`src/design/json_html_safe_escaper_macros.svh`:
```
// Assertion macros for the HTML-safe JSON escaper.
// Uses the aclk / aresetn names of the including module; no other dependencies.
`ifndef JSON_HTML_SAFE_ESCAPER_MACROS_SVH
`define JSON_HTML_SAFE_ESCAPER_MACROS_SVH

// Same-cycle implication, clocked on aclk, off during reset.
`define JHSE_ASSERT_IMP(lbl, ante, cons) \
    lbl: assert property (@(posedge aclk) disable iff (!aresetn) (ante) |-> (cons)) \
        else $error("jhse assertion failed");

// Next-cycle implication, clocked on aclk, off during reset.
`define JHSE_ASSERT_NXT(lbl, ante, cons) \
    lbl: assert property (@(posedge aclk) disable iff (!aresetn) (ante) |=> (cons)) \
        else $error("jhse assertion failed");

`endif

```
`src/design/jhse_pkg.sv`:
```
// Shared types, constants and byte-sequence functions for the escaper.
// No dependencies; imported by every module of the block.
package jhse_pkg;

    localparam logic [7:0] B_AMP   = 8'h26;
    localparam logic [7:0] B_GT    = 8'h3E;
    localparam logic [7:0] B_LT    = 8'h3C;
    localparam logic [7:0] B_E2    = 8'hE2;
    localparam logic [7:0] B_80    = 8'h80;
    localparam logic [7:0] B_A8    = 8'hA8;
    localparam logic [7:0] B_A9    = 8'hA9;
    localparam logic [7:0] B_BSL   = 8'h5C;
    localparam logic [7:0] B_U     = 8'h75;

    localparam logic [31:0] HEX_0026 = "0026";
    localparam logic [31:0] HEX_003E = "003e";
    localparam logic [31:0] HEX_003C = "003c";
    localparam logic [31:0] HEX_2028 = "2028";
    localparam logic [31:0] HEX_2029 = "2029";

    localparam int QDEPTH = 4;
    localparam int QPTR_W = $clog2(QDEPTH);
    localparam int QCNT_W = $clog2(QDEPTH + 1);

    // held prefix state
    typedef enum logic [2:0] {
        HOLD_NONE = 3'b001,
        HOLD_E2   = 3'b010,
        HOLD_E280 = 3'b100
    } hold_state_t;

    typedef enum logic [1:0] {
        BODY_NONE = 2'd0,
        BODY_LIT  = 2'd1,
        BODY_ESC  = 2'd2
    } body_kind_t;

    typedef enum logic [2:0] {
        ESC_0026 = 3'd0,
        ESC_003E = 3'd1,
        ESC_003C = 3'd2,
        ESC_2028 = 3'd3,
        ESC_2029 = 3'd4
    } esc_code_t;

    // one expansion command: prefix bytes, then a body
    typedef struct packed {
        logic [1:0] pre;   // 0: none, 1: E2, 2: E2 80
        body_kind_t kind;
        esc_code_t  esc;
        logic [7:0] lit;
        logic       last;
    } cmd_t;

    typedef struct packed {
        logic        push;
        hold_state_t held;
    } front_stat_t;

    typedef struct packed {
        logic              full;
        logic              valid;
        logic [QCNT_W-1:0] count;
    } queue_stat_t;

    function automatic logic [3:0] cmd_len(cmd_t c);
        logic [3:0] body;
        body = 4'd0;
        case (c.kind)
            BODY_LIT: body = 4'd1;
            BODY_ESC: body = 4'd6;
            default:  body = 4'd0;
        endcase
        return {2'b00, c.pre} + body;
    endfunction

    function automatic logic [7:0] esc_char(esc_code_t e, logic [1:0] k);
        logic [31:0] s;
        s = HEX_0026;
        case (e)
            ESC_0026: s = HEX_0026;
            ESC_003E: s = HEX_003E;
            ESC_003C: s = HEX_003C;
            ESC_2028: s = HEX_2028;
            ESC_2029: s = HEX_2029;
            default:  s = HEX_0026;
        endcase
        return s[8*(3-k) +: 8];
    endfunction

    function automatic logic [7:0] cmd_byte(cmd_t c, logic [2:0] idx);
        logic [2:0] j;
        logic [7:0] b;
        j = idx - {1'b0, c.pre};
        b = c.lit;
        if (idx < {1'b0, c.pre}) begin
            b = (idx == 3'd0) ? B_E2 : B_80;
        end else if (c.kind == BODY_ESC) begin
            case (j)
                3'd0:    b = B_BSL;
                3'd1:    b = B_U;
                default: b = esc_char(c.esc, 2'(j - 3'd2));
            endcase
        end
        return b;
    endfunction

endpackage

```
`src/design/jhse_front.sv`:
```
// Front end: accepts input bytes, tracks the held E2 / E2 80 prefix and
// turns each byte into an expansion command. Depends on jhse_pkg.
module jhse_front (
    input  logic                  aclk,
    input  logic                  aresetn,
    input  logic                  in_fire,
    input  logic [7:0]            in_byte,
    input  logic                  in_last,
    output jhse_pkg::cmd_t        cmd,
    output jhse_pkg::front_stat_t stat
);
    import jhse_pkg::*;

    hold_state_t held_reg, held_next;
    cmd_t        c;
    logic        fresh_hold;

    always_comb begin
        c          = '0;
        c.kind     = BODY_LIT;
        c.esc      = ESC_0026;
        c.lit      = in_byte;
        c.last     = in_last;
        fresh_hold = 1'b0;
        // byte examined with nothing held
        case (in_byte)
            B_AMP: begin c.kind = BODY_ESC; c.esc = ESC_0026; end
            B_GT:  begin c.kind = BODY_ESC; c.esc = ESC_003E; end
            B_LT:  begin c.kind = BODY_ESC; c.esc = ESC_003C; end
            B_E2: begin
                if (!in_last) begin
                    c.kind     = BODY_NONE;
                    fresh_hold = 1'b1;
                end
            end
            default: c.kind = BODY_LIT;
        endcase
        held_next = fresh_hold ? HOLD_E2 : HOLD_NONE;
        case (held_reg)
            HOLD_E2: begin
                if (in_byte == B_80 && !in_last) begin
                    c.kind    = BODY_NONE;
                    held_next = HOLD_E280;
                end else begin
                    c.pre = 2'd1;
                end
            end
            HOLD_E280: begin
                if (in_byte == B_A8 || in_byte == B_A9) begin
                    c.kind    = BODY_ESC;
                    c.esc     = (in_byte == B_A8) ? ESC_2028 : ESC_2029;
                    held_next = HOLD_NONE;
                end else begin
                    c.pre = 2'd2;
                end
            end
            default: ;
        endcase
    end

    always_ff @(posedge aclk) begin
        if (!aresetn) begin
            held_reg <= HOLD_NONE;
        end else if (in_fire) begin
            held_reg <= held_next;
        end
    end

    assign cmd       = c;
    assign stat.push = in_fire && (c.pre != 2'd0 || c.kind != BODY_NONE);
    assign stat.held = held_reg;
endmodule

```
`src/design/jhse_queue.sv`:
```
// Short command queue between front and back end.
// Depends on jhse_pkg for the command type and depth.
module jhse_queue (
    input  logic                  aclk,
    input  logic                  aresetn,
    input  logic                  push,
    input  jhse_pkg::cmd_t        wr_cmd,
    input  logic                  pop,
    output jhse_pkg::cmd_t        rd_cmd,
    output jhse_pkg::queue_stat_t stat
);
    import jhse_pkg::*;

    cmd_t              mem_reg [QDEPTH];
    logic [QPTR_W-1:0] wr_ptr_reg, rd_ptr_reg;
    logic [QCNT_W-1:0] count_reg;
    logic              do_push, do_pop;

    assign stat.full  = (count_reg == QCNT_W'(QDEPTH));
    assign stat.valid = (count_reg != '0);
    assign stat.count = count_reg;
    assign do_push    = push && !stat.full;
    assign do_pop     = pop && stat.valid;
    assign rd_cmd     = mem_reg[rd_ptr_reg];

    always_ff @(posedge aclk) begin
        if (do_push) begin
            mem_reg[wr_ptr_reg] <= wr_cmd;
        end
    end

    always_ff @(posedge aclk) begin
        if (!aresetn) begin
            wr_ptr_reg <= '0;
            rd_ptr_reg <= '0;
            count_reg  <= '0;
        end else begin
            if (do_push) begin
                wr_ptr_reg <= wr_ptr_reg + 1'b1;
            end
            if (do_pop) begin
                rd_ptr_reg <= rd_ptr_reg + 1'b1;
            end
            case ({do_push, do_pop})
                2'b10:   count_reg <= count_reg + 1'b1;
                2'b01:   count_reg <= count_reg - 1'b1;
                default: count_reg <= count_reg;
            endcase
        end
    end
endmodule

```
`src/design/jhse_back.sv`:
```
// Back end: walks each queued command byte by byte into the output register.
// Depends on jhse_pkg for the command type and byte functions.
module jhse_back (
    input  logic           aclk,
    input  logic           aresetn,
    input  logic           cmd_valid,
    input  jhse_pkg::cmd_t cmd,
    output logic           cmd_pop,
    output logic [2:0]     idx,
    output logic           m_tvalid,
    input  logic           m_tready,
    output logic [7:0]     m_tdata,
    output logic           m_tlast
);
    import jhse_pkg::*;

    logic [2:0] idx_reg;
    logic       valid_reg;
    logic [7:0] data_reg;
    logic       last_reg;
    logic       load;
    logic       done;

    assign load    = cmd_valid && (!valid_reg || m_tready);
    assign done    = ({1'b0, idx_reg} == cmd_len(cmd) - 4'd1);
    assign cmd_pop = load && done;

    always_ff @(posedge aclk) begin
        if (!aresetn) begin
            idx_reg   <= '0;
            valid_reg <= 1'b0;
        end else begin
            if (load) begin
                idx_reg   <= done ? 3'd0 : idx_reg + 3'd1;
                valid_reg <= 1'b1;
            end else if (m_tready) begin
                valid_reg <= 1'b0;
            end
        end
    end

    always_ff @(posedge aclk) begin
        if (load) begin
            data_reg <= cmd_byte(cmd, idx_reg);
            last_reg <= cmd.last && done;
        end
    end

    assign idx      = idx_reg;
    assign m_tvalid = valid_reg;
    assign m_tdata  = data_reg;
    assign m_tlast  = last_reg;
endmodule

```
`src/design/json_html_safe_escaper.sv`:
```
// Top level of the HTML-safe JSON escaper: front end, command queue, back end.
// Depends on jhse_pkg, jhse_front, jhse_queue, jhse_back and the macro header.
//
// Usage:
//   s_ channel carries the input string, one byte per item, s_tlast on the
//   final byte. m_ channel carries the escaped bytes, m_tlast on the final
//   output byte of the string.
//   '&', '>', '<' expand to six-byte \u00xx escapes; E2 80 A8 / E2 80 A9 to
//   \u2028 / \u2029. An E2 or E2 80 is held until the next byte decides it.
// Path: an item that produces output is written into the queue when accepted; the back end
//   then loads its first byte into the output register.
// Throughput: one output byte per cycle while m_tready is high, set by the back end
//   walking one command byte per cycle; plain bytes therefore flow at one item per cycle.
//   An escape is six command bytes (eight behind a broken E2 80), which the back
//   end walks while the four-entry queue absorbs further input before s_tready drops.
// Reset: aresetn low clears the held prefix, the queue and the output valid.
// Stall: with m_tready low the output register holds; the queue fills and
//   then s_tready falls until the back end drains.
`include "json_html_safe_escaper_macros.svh"

module json_html_safe_escaper (
    input  logic       aclk,
    input  logic       aresetn,
    input  logic       s_tvalid,
    output logic       s_tready,
    input  logic [7:0] s_tdata,   // [7:0] in_byte
    input  logic       s_tlast,
    output logic       m_tvalid,
    input  logic       m_tready,
    output logic [7:0] m_tdata,   // [7:0] out_byte
    output logic       m_tlast
);
    import jhse_pkg::*;

    cmd_t        f_cmd, q_cmd;
    front_stat_t f_stat;
    queue_stat_t q_stat;
    logic        in_fire;
    logic        pop;
    logic [2:0]  b_idx;

    assign s_tready = !q_stat.full;
    assign in_fire  = s_tvalid && s_tready;

    jhse_front u_front (
        .aclk    (aclk),
        .aresetn (aresetn),
        .in_fire (in_fire),
        .in_byte (s_tdata),
        .in_last (s_tlast),
        .cmd     (f_cmd),
        .stat    (f_stat)
    );

    jhse_queue u_queue (
        .aclk    (aclk),
        .aresetn (aresetn),
        .push    (f_stat.push),
        .wr_cmd  (f_cmd),
        .pop     (pop),
        .rd_cmd  (q_cmd),
        .stat    (q_stat)
    );

    jhse_back u_back (
        .aclk      (aclk),
        .aresetn   (aresetn),
        .cmd_valid (q_stat.valid),
        .cmd       (q_cmd),
        .cmd_pop   (pop),
        .idx       (b_idx),
        .m_tvalid  (m_tvalid),
        .m_tready  (m_tready),
        .m_tdata   (m_tdata),
        .m_tlast   (m_tlast)
    );

    `JHSE_ASSERT_NXT(a_last_clears_hold, in_fire && s_tlast, f_stat.held == HOLD_NONE)
    `JHSE_ASSERT_IMP(a_no_push_when_full, f_stat.push, !q_stat.full)
    `JHSE_ASSERT_IMP(a_idle_back_at_start, !q_stat.valid, b_idx == 3'd0)
    `JHSE_ASSERT_IMP(a_count_in_range, 1'b1, q_stat.count <= QCNT_W'(QDEPTH))
endmodule

```
`config.mk`:
```
export PLATFORM = sky130hd
export DESIGN_NAME = json_html_safe_escaper
export DESIGN_NICKNAME = d
export VERILOG_FILES = /design/src/design/jhse_pkg.sv /design/src/design/jhse_front.sv /design/src/design/jhse_queue.sv /design/src/design/jhse_back.sv /design/src/design/json_html_safe_escaper.sv
export VERILOG_INCLUDE_DIRS = /design/src /design/src/design
export SDC_FILE = /design/constraint.sdc
export NUM_CORES = 1
export LEC_CHECK = 0
export BUFFER_PORTS_ARGS = -buffer_cell sky130_fd_sc_hd__buf_2
export CELL_PAD_IN_SITES_DETAIL_PLACEMENT = 0
export CELL_PAD_IN_SITES_GLOBAL_PLACEMENT = 1
export CORE_MARGIN = 5
export CORE_UTILIZATION = 45
export DETAILED_ROUTE_END_ITERATION = 7
export PLACE_DENSITY = 0.73
export SYNTH_ARGS = -nofsm -noshare
export SYNTH_HDL_FRONTEND = slang
export SYNTH_SLANG_ARGS = --single-unit
```
`constraint.sdc`:
```
create_clock -name aclk -period 3.8 [get_ports aclk]
set_clock_uncertainty 0.2 [all_clocks]
set_input_delay 0.19 -clock aclk [delete_from_list [all_inputs] [get_ports aclk]]
set_output_delay 0.19 -clock aclk [all_outputs]
set_load 0.02 [all_outputs]
```
==> results_dict.tcl <==
set metrics [dict create \
    placed_cells 404 \
    drive_above_1_share 0.2253 \
    io_buffers 23 \
    chipWidth_microns 103.3 \
    final_cells 432 \
    largest_reg_flops 64 \
    insertion_delay_ps 350 \
    crit_type "reg2reg" \
    cts_made_buffers 9 \
    status "finished clean" \
    synth_mux_area_frac 0.1007 \
    synth.distinct_cells 43 \
    yosys-top-cells-count "edfxtp_1 (73), nand2_1 (23), nor2_1 (19)" \
    yosysWarnings 0 \
    crit_family "adder cells" \
    synth_seq_cells 89 \
    avgSynthCellArea_sq_um 14.50 \
    synth_edf_count 73 \
    critPathArrivalTime_ps 3810 \
    synth.yosys.seq_area_share 0.6419 \
    fin_ws_ps 74.73 \
    crit_buf_inv 1 \
    vias_per_cell 5.248 \
    critPathLaunchType "flop" \
    synthCells 270 \
    syn_area_sq_um 3914 \
    ctsLongestPathBuffers 2 \
    synth_top_family_by_area "multiplexers" \
    synthSimpleGateAreaFrac 0.1004 \
    min_period_ps 3725 \
    hold_violations 0 \
    dr.first_iter.drc_count 102 \
    yosysTopAreaCell "edfxtp_1" \
    crit_top_cell "xor2_1" \
    grt_overflow 0 \
    postRouteAntennaNets 0 \
    synth_compound_area_frac 0.06650 \
    hp-class "in2reg" \
    grt_pass1_wl_microns 11710 \
    grt_pass1_vias 2262 \
    slowest_stage "mux4_2" \
    synth_xor_area_frac 0.01790 \
    drv_slew 0 \
    dieArea_sq_um 10660 \
    cts_tree "done" \
    pwr_density_cell_nw_per_um2 671.9 \
    ios 24 \
    yosys.area_share.adder 0.04731 \
    finalCritPeriodShare 0.9803 \
    yosysTopAreaCellShare 0.5601 \
    hpwlAfterDp_microns 4834 \
    worst_path_largest_cell_delay_ps 500 \
    routed_wl_microns 7035 \
    rows 34 \
    root_buffer "clkbuf_8" \
    hold_slack_ps 66.70 \
    endpoint_kind "flop" \
    crit_path_max_fanout 3 \
    h-tree-depth 3 \
    synthFlopType "edfxtp_1" \
    routabilityCongestion 0.8144 \
    remaining_drc_errors 0 \
    timing.fmax_ghz 0.2684 \
    grtUsageTotal 0.1494 \
    leakage_nw 1.604 \
    antenna_cells 0 \
    yosysMostFrequentCell "edfxtp_1" \
    crit_path_cell_trace "mux4_2 > nand2b_1 > ha_1 > fa_1 > xor2_1 > nand2_1 > or2_4 > nor2_4 > ha_2 > inv_1 > fa_2 > xor2_1 > or3_1 > a21oi_2" \
    finalSetupViolations 0 \
    final_nets 345 \
    core_sq_um 8593 \
    ys_async_sr_fraction 0 \
    dp_slack_ps -59.70 \
    max_slew_margin 0.4212 \
    grt_antenna_before_repair 0 \
    vias 2267 \
    maxCapViolCount 0 \
    die_h_microns 103.3 \
    synth_area_leaders "edfxtp_1 (56%), mux4_2 (8.6%), dfxtp_1 (8.2%)" \
    grt_max_degree 19 \
    syn_to_final_growth_pct 15.60 \
    worst_pin_slew_ps 868.1 \
    clkTransAtPathRegs_ps 90 \
    routedWlPerCell_microns 16.28 \
    rsz0062_at_grt "true" \
    vdd_drop_max_mv 0.2061 \
    worst-endpoint-required_ps 3880 \
    clock_sinks 89 \
    firstDrtPassIters 4 \
    synthesis.nets 296 \
    start_util 0.4554 \
]
## cell usage in the layout (no fill, tap or decap), types with 7 or more instances in the layout
cell	n
edfxtp_1	73
nand2_1	23
buf_2	23
inv_1	18
nor2_1	18
mux4_2	15
dfxtp_1	15
dlygate4sd3_1	11
a21oi_1	10
ha_1	9
clkbuf_8	9
buf_4	9
o21ai_0	7
## timing repair
item                                   4_1_cts  5_1_grt
setup endpoints to repair                    1        1
setup buffers                                1        0
hold buffers                                11        0
resized for setup                            2        3
pin swaps                                    1        0
endpoints found under the hold margin       40        0
## power by group
group | total, mW | leakage (nW) | internal [mW] | switching, mW
Clock | 0.620 | 0.0922 | 0.256 | 0.364
Sequential | 1.30 | 0.821 | 1.24 | 0.0579
Combinational | 1.12 | 0.691 | 0.482 | 0.637
Total | 3.04 | 1.60 | 1.98 | 1.06
## worst paths after layout
kind / from / slack [ps] / end / cells after the start
setup reg to reg: flop / 70 / u_queue.count_reg[2]$_SDFFE_PN0P_ / 14
hold reg to reg: u_back.m_tvalid$_SDFFE_PN0P_ / 280 / u_back.m_tvalid$_SDFFE_PN0P_ / 2
setup / recovery: flop / 70 / u_queue.count_reg[2]$_SDFFE_PN0P_ / 14
hold / removal: s_tvalid / 70 / u_front.held_reg[2]$_SDFFE_PN0P_ / 4
## per-stage QoR
step	area (sq um)	power, mW	TNS [ps]	util
5_1_grt	4524	3.255	-92.45	0.5265
4_1_cts	4513	3.062	0	0.5252
3_5_place_dp	4202	2.426	-59.70	0.4889
2_1_floorplan	3936	2.134	0	-
3_3_place_gp	4202	2.404	0	0.4889
6_report	4524	3.040	0	0.5265
## cell type report
cell class / count / area (sq um)
sequential: 89 / 2514
fill: 743 / 4069
tap: 108 / 135.1
clock inverter: 7 / 66.31
clock buffer: 9 / 123.9
multi-input combinational: 157 / 1321
timing repair buffer: 43 / 292.8
inverter: 19 / 71.32
## layer usage
layer | track usage | wire length (microns)
met1 | 0.2068 | 3367
met4 | 0.06275 | 102
met3 | 0.03152 | 292
met5 | 0 | 0
met2 | 0.2304 | 3271
## worst register-to-register path, delay by kind of cell, from the launching register on
family                     cells  cell delay [ps]
and+or+nand+nor                5              940
DFF                            1              360
muxes                          1              500
AOI/OAI and AO/OA              1              140
xor gates and xnor gates       2              290
buffers and inverters          1               50
adders and majority gates      4             1190
## logic make-up after synthesis
logic type | count (synthesis)
adder cells (fa/ha/maj) | 13
AND/OR/NAND/NOR | 78
XOR/XNOR | 8
flip-flops | 89
AO/OA/AOI/OAI | 39
multiplexers | 19
buffers and inverters | 24
(Power assumes the default switching activity.)
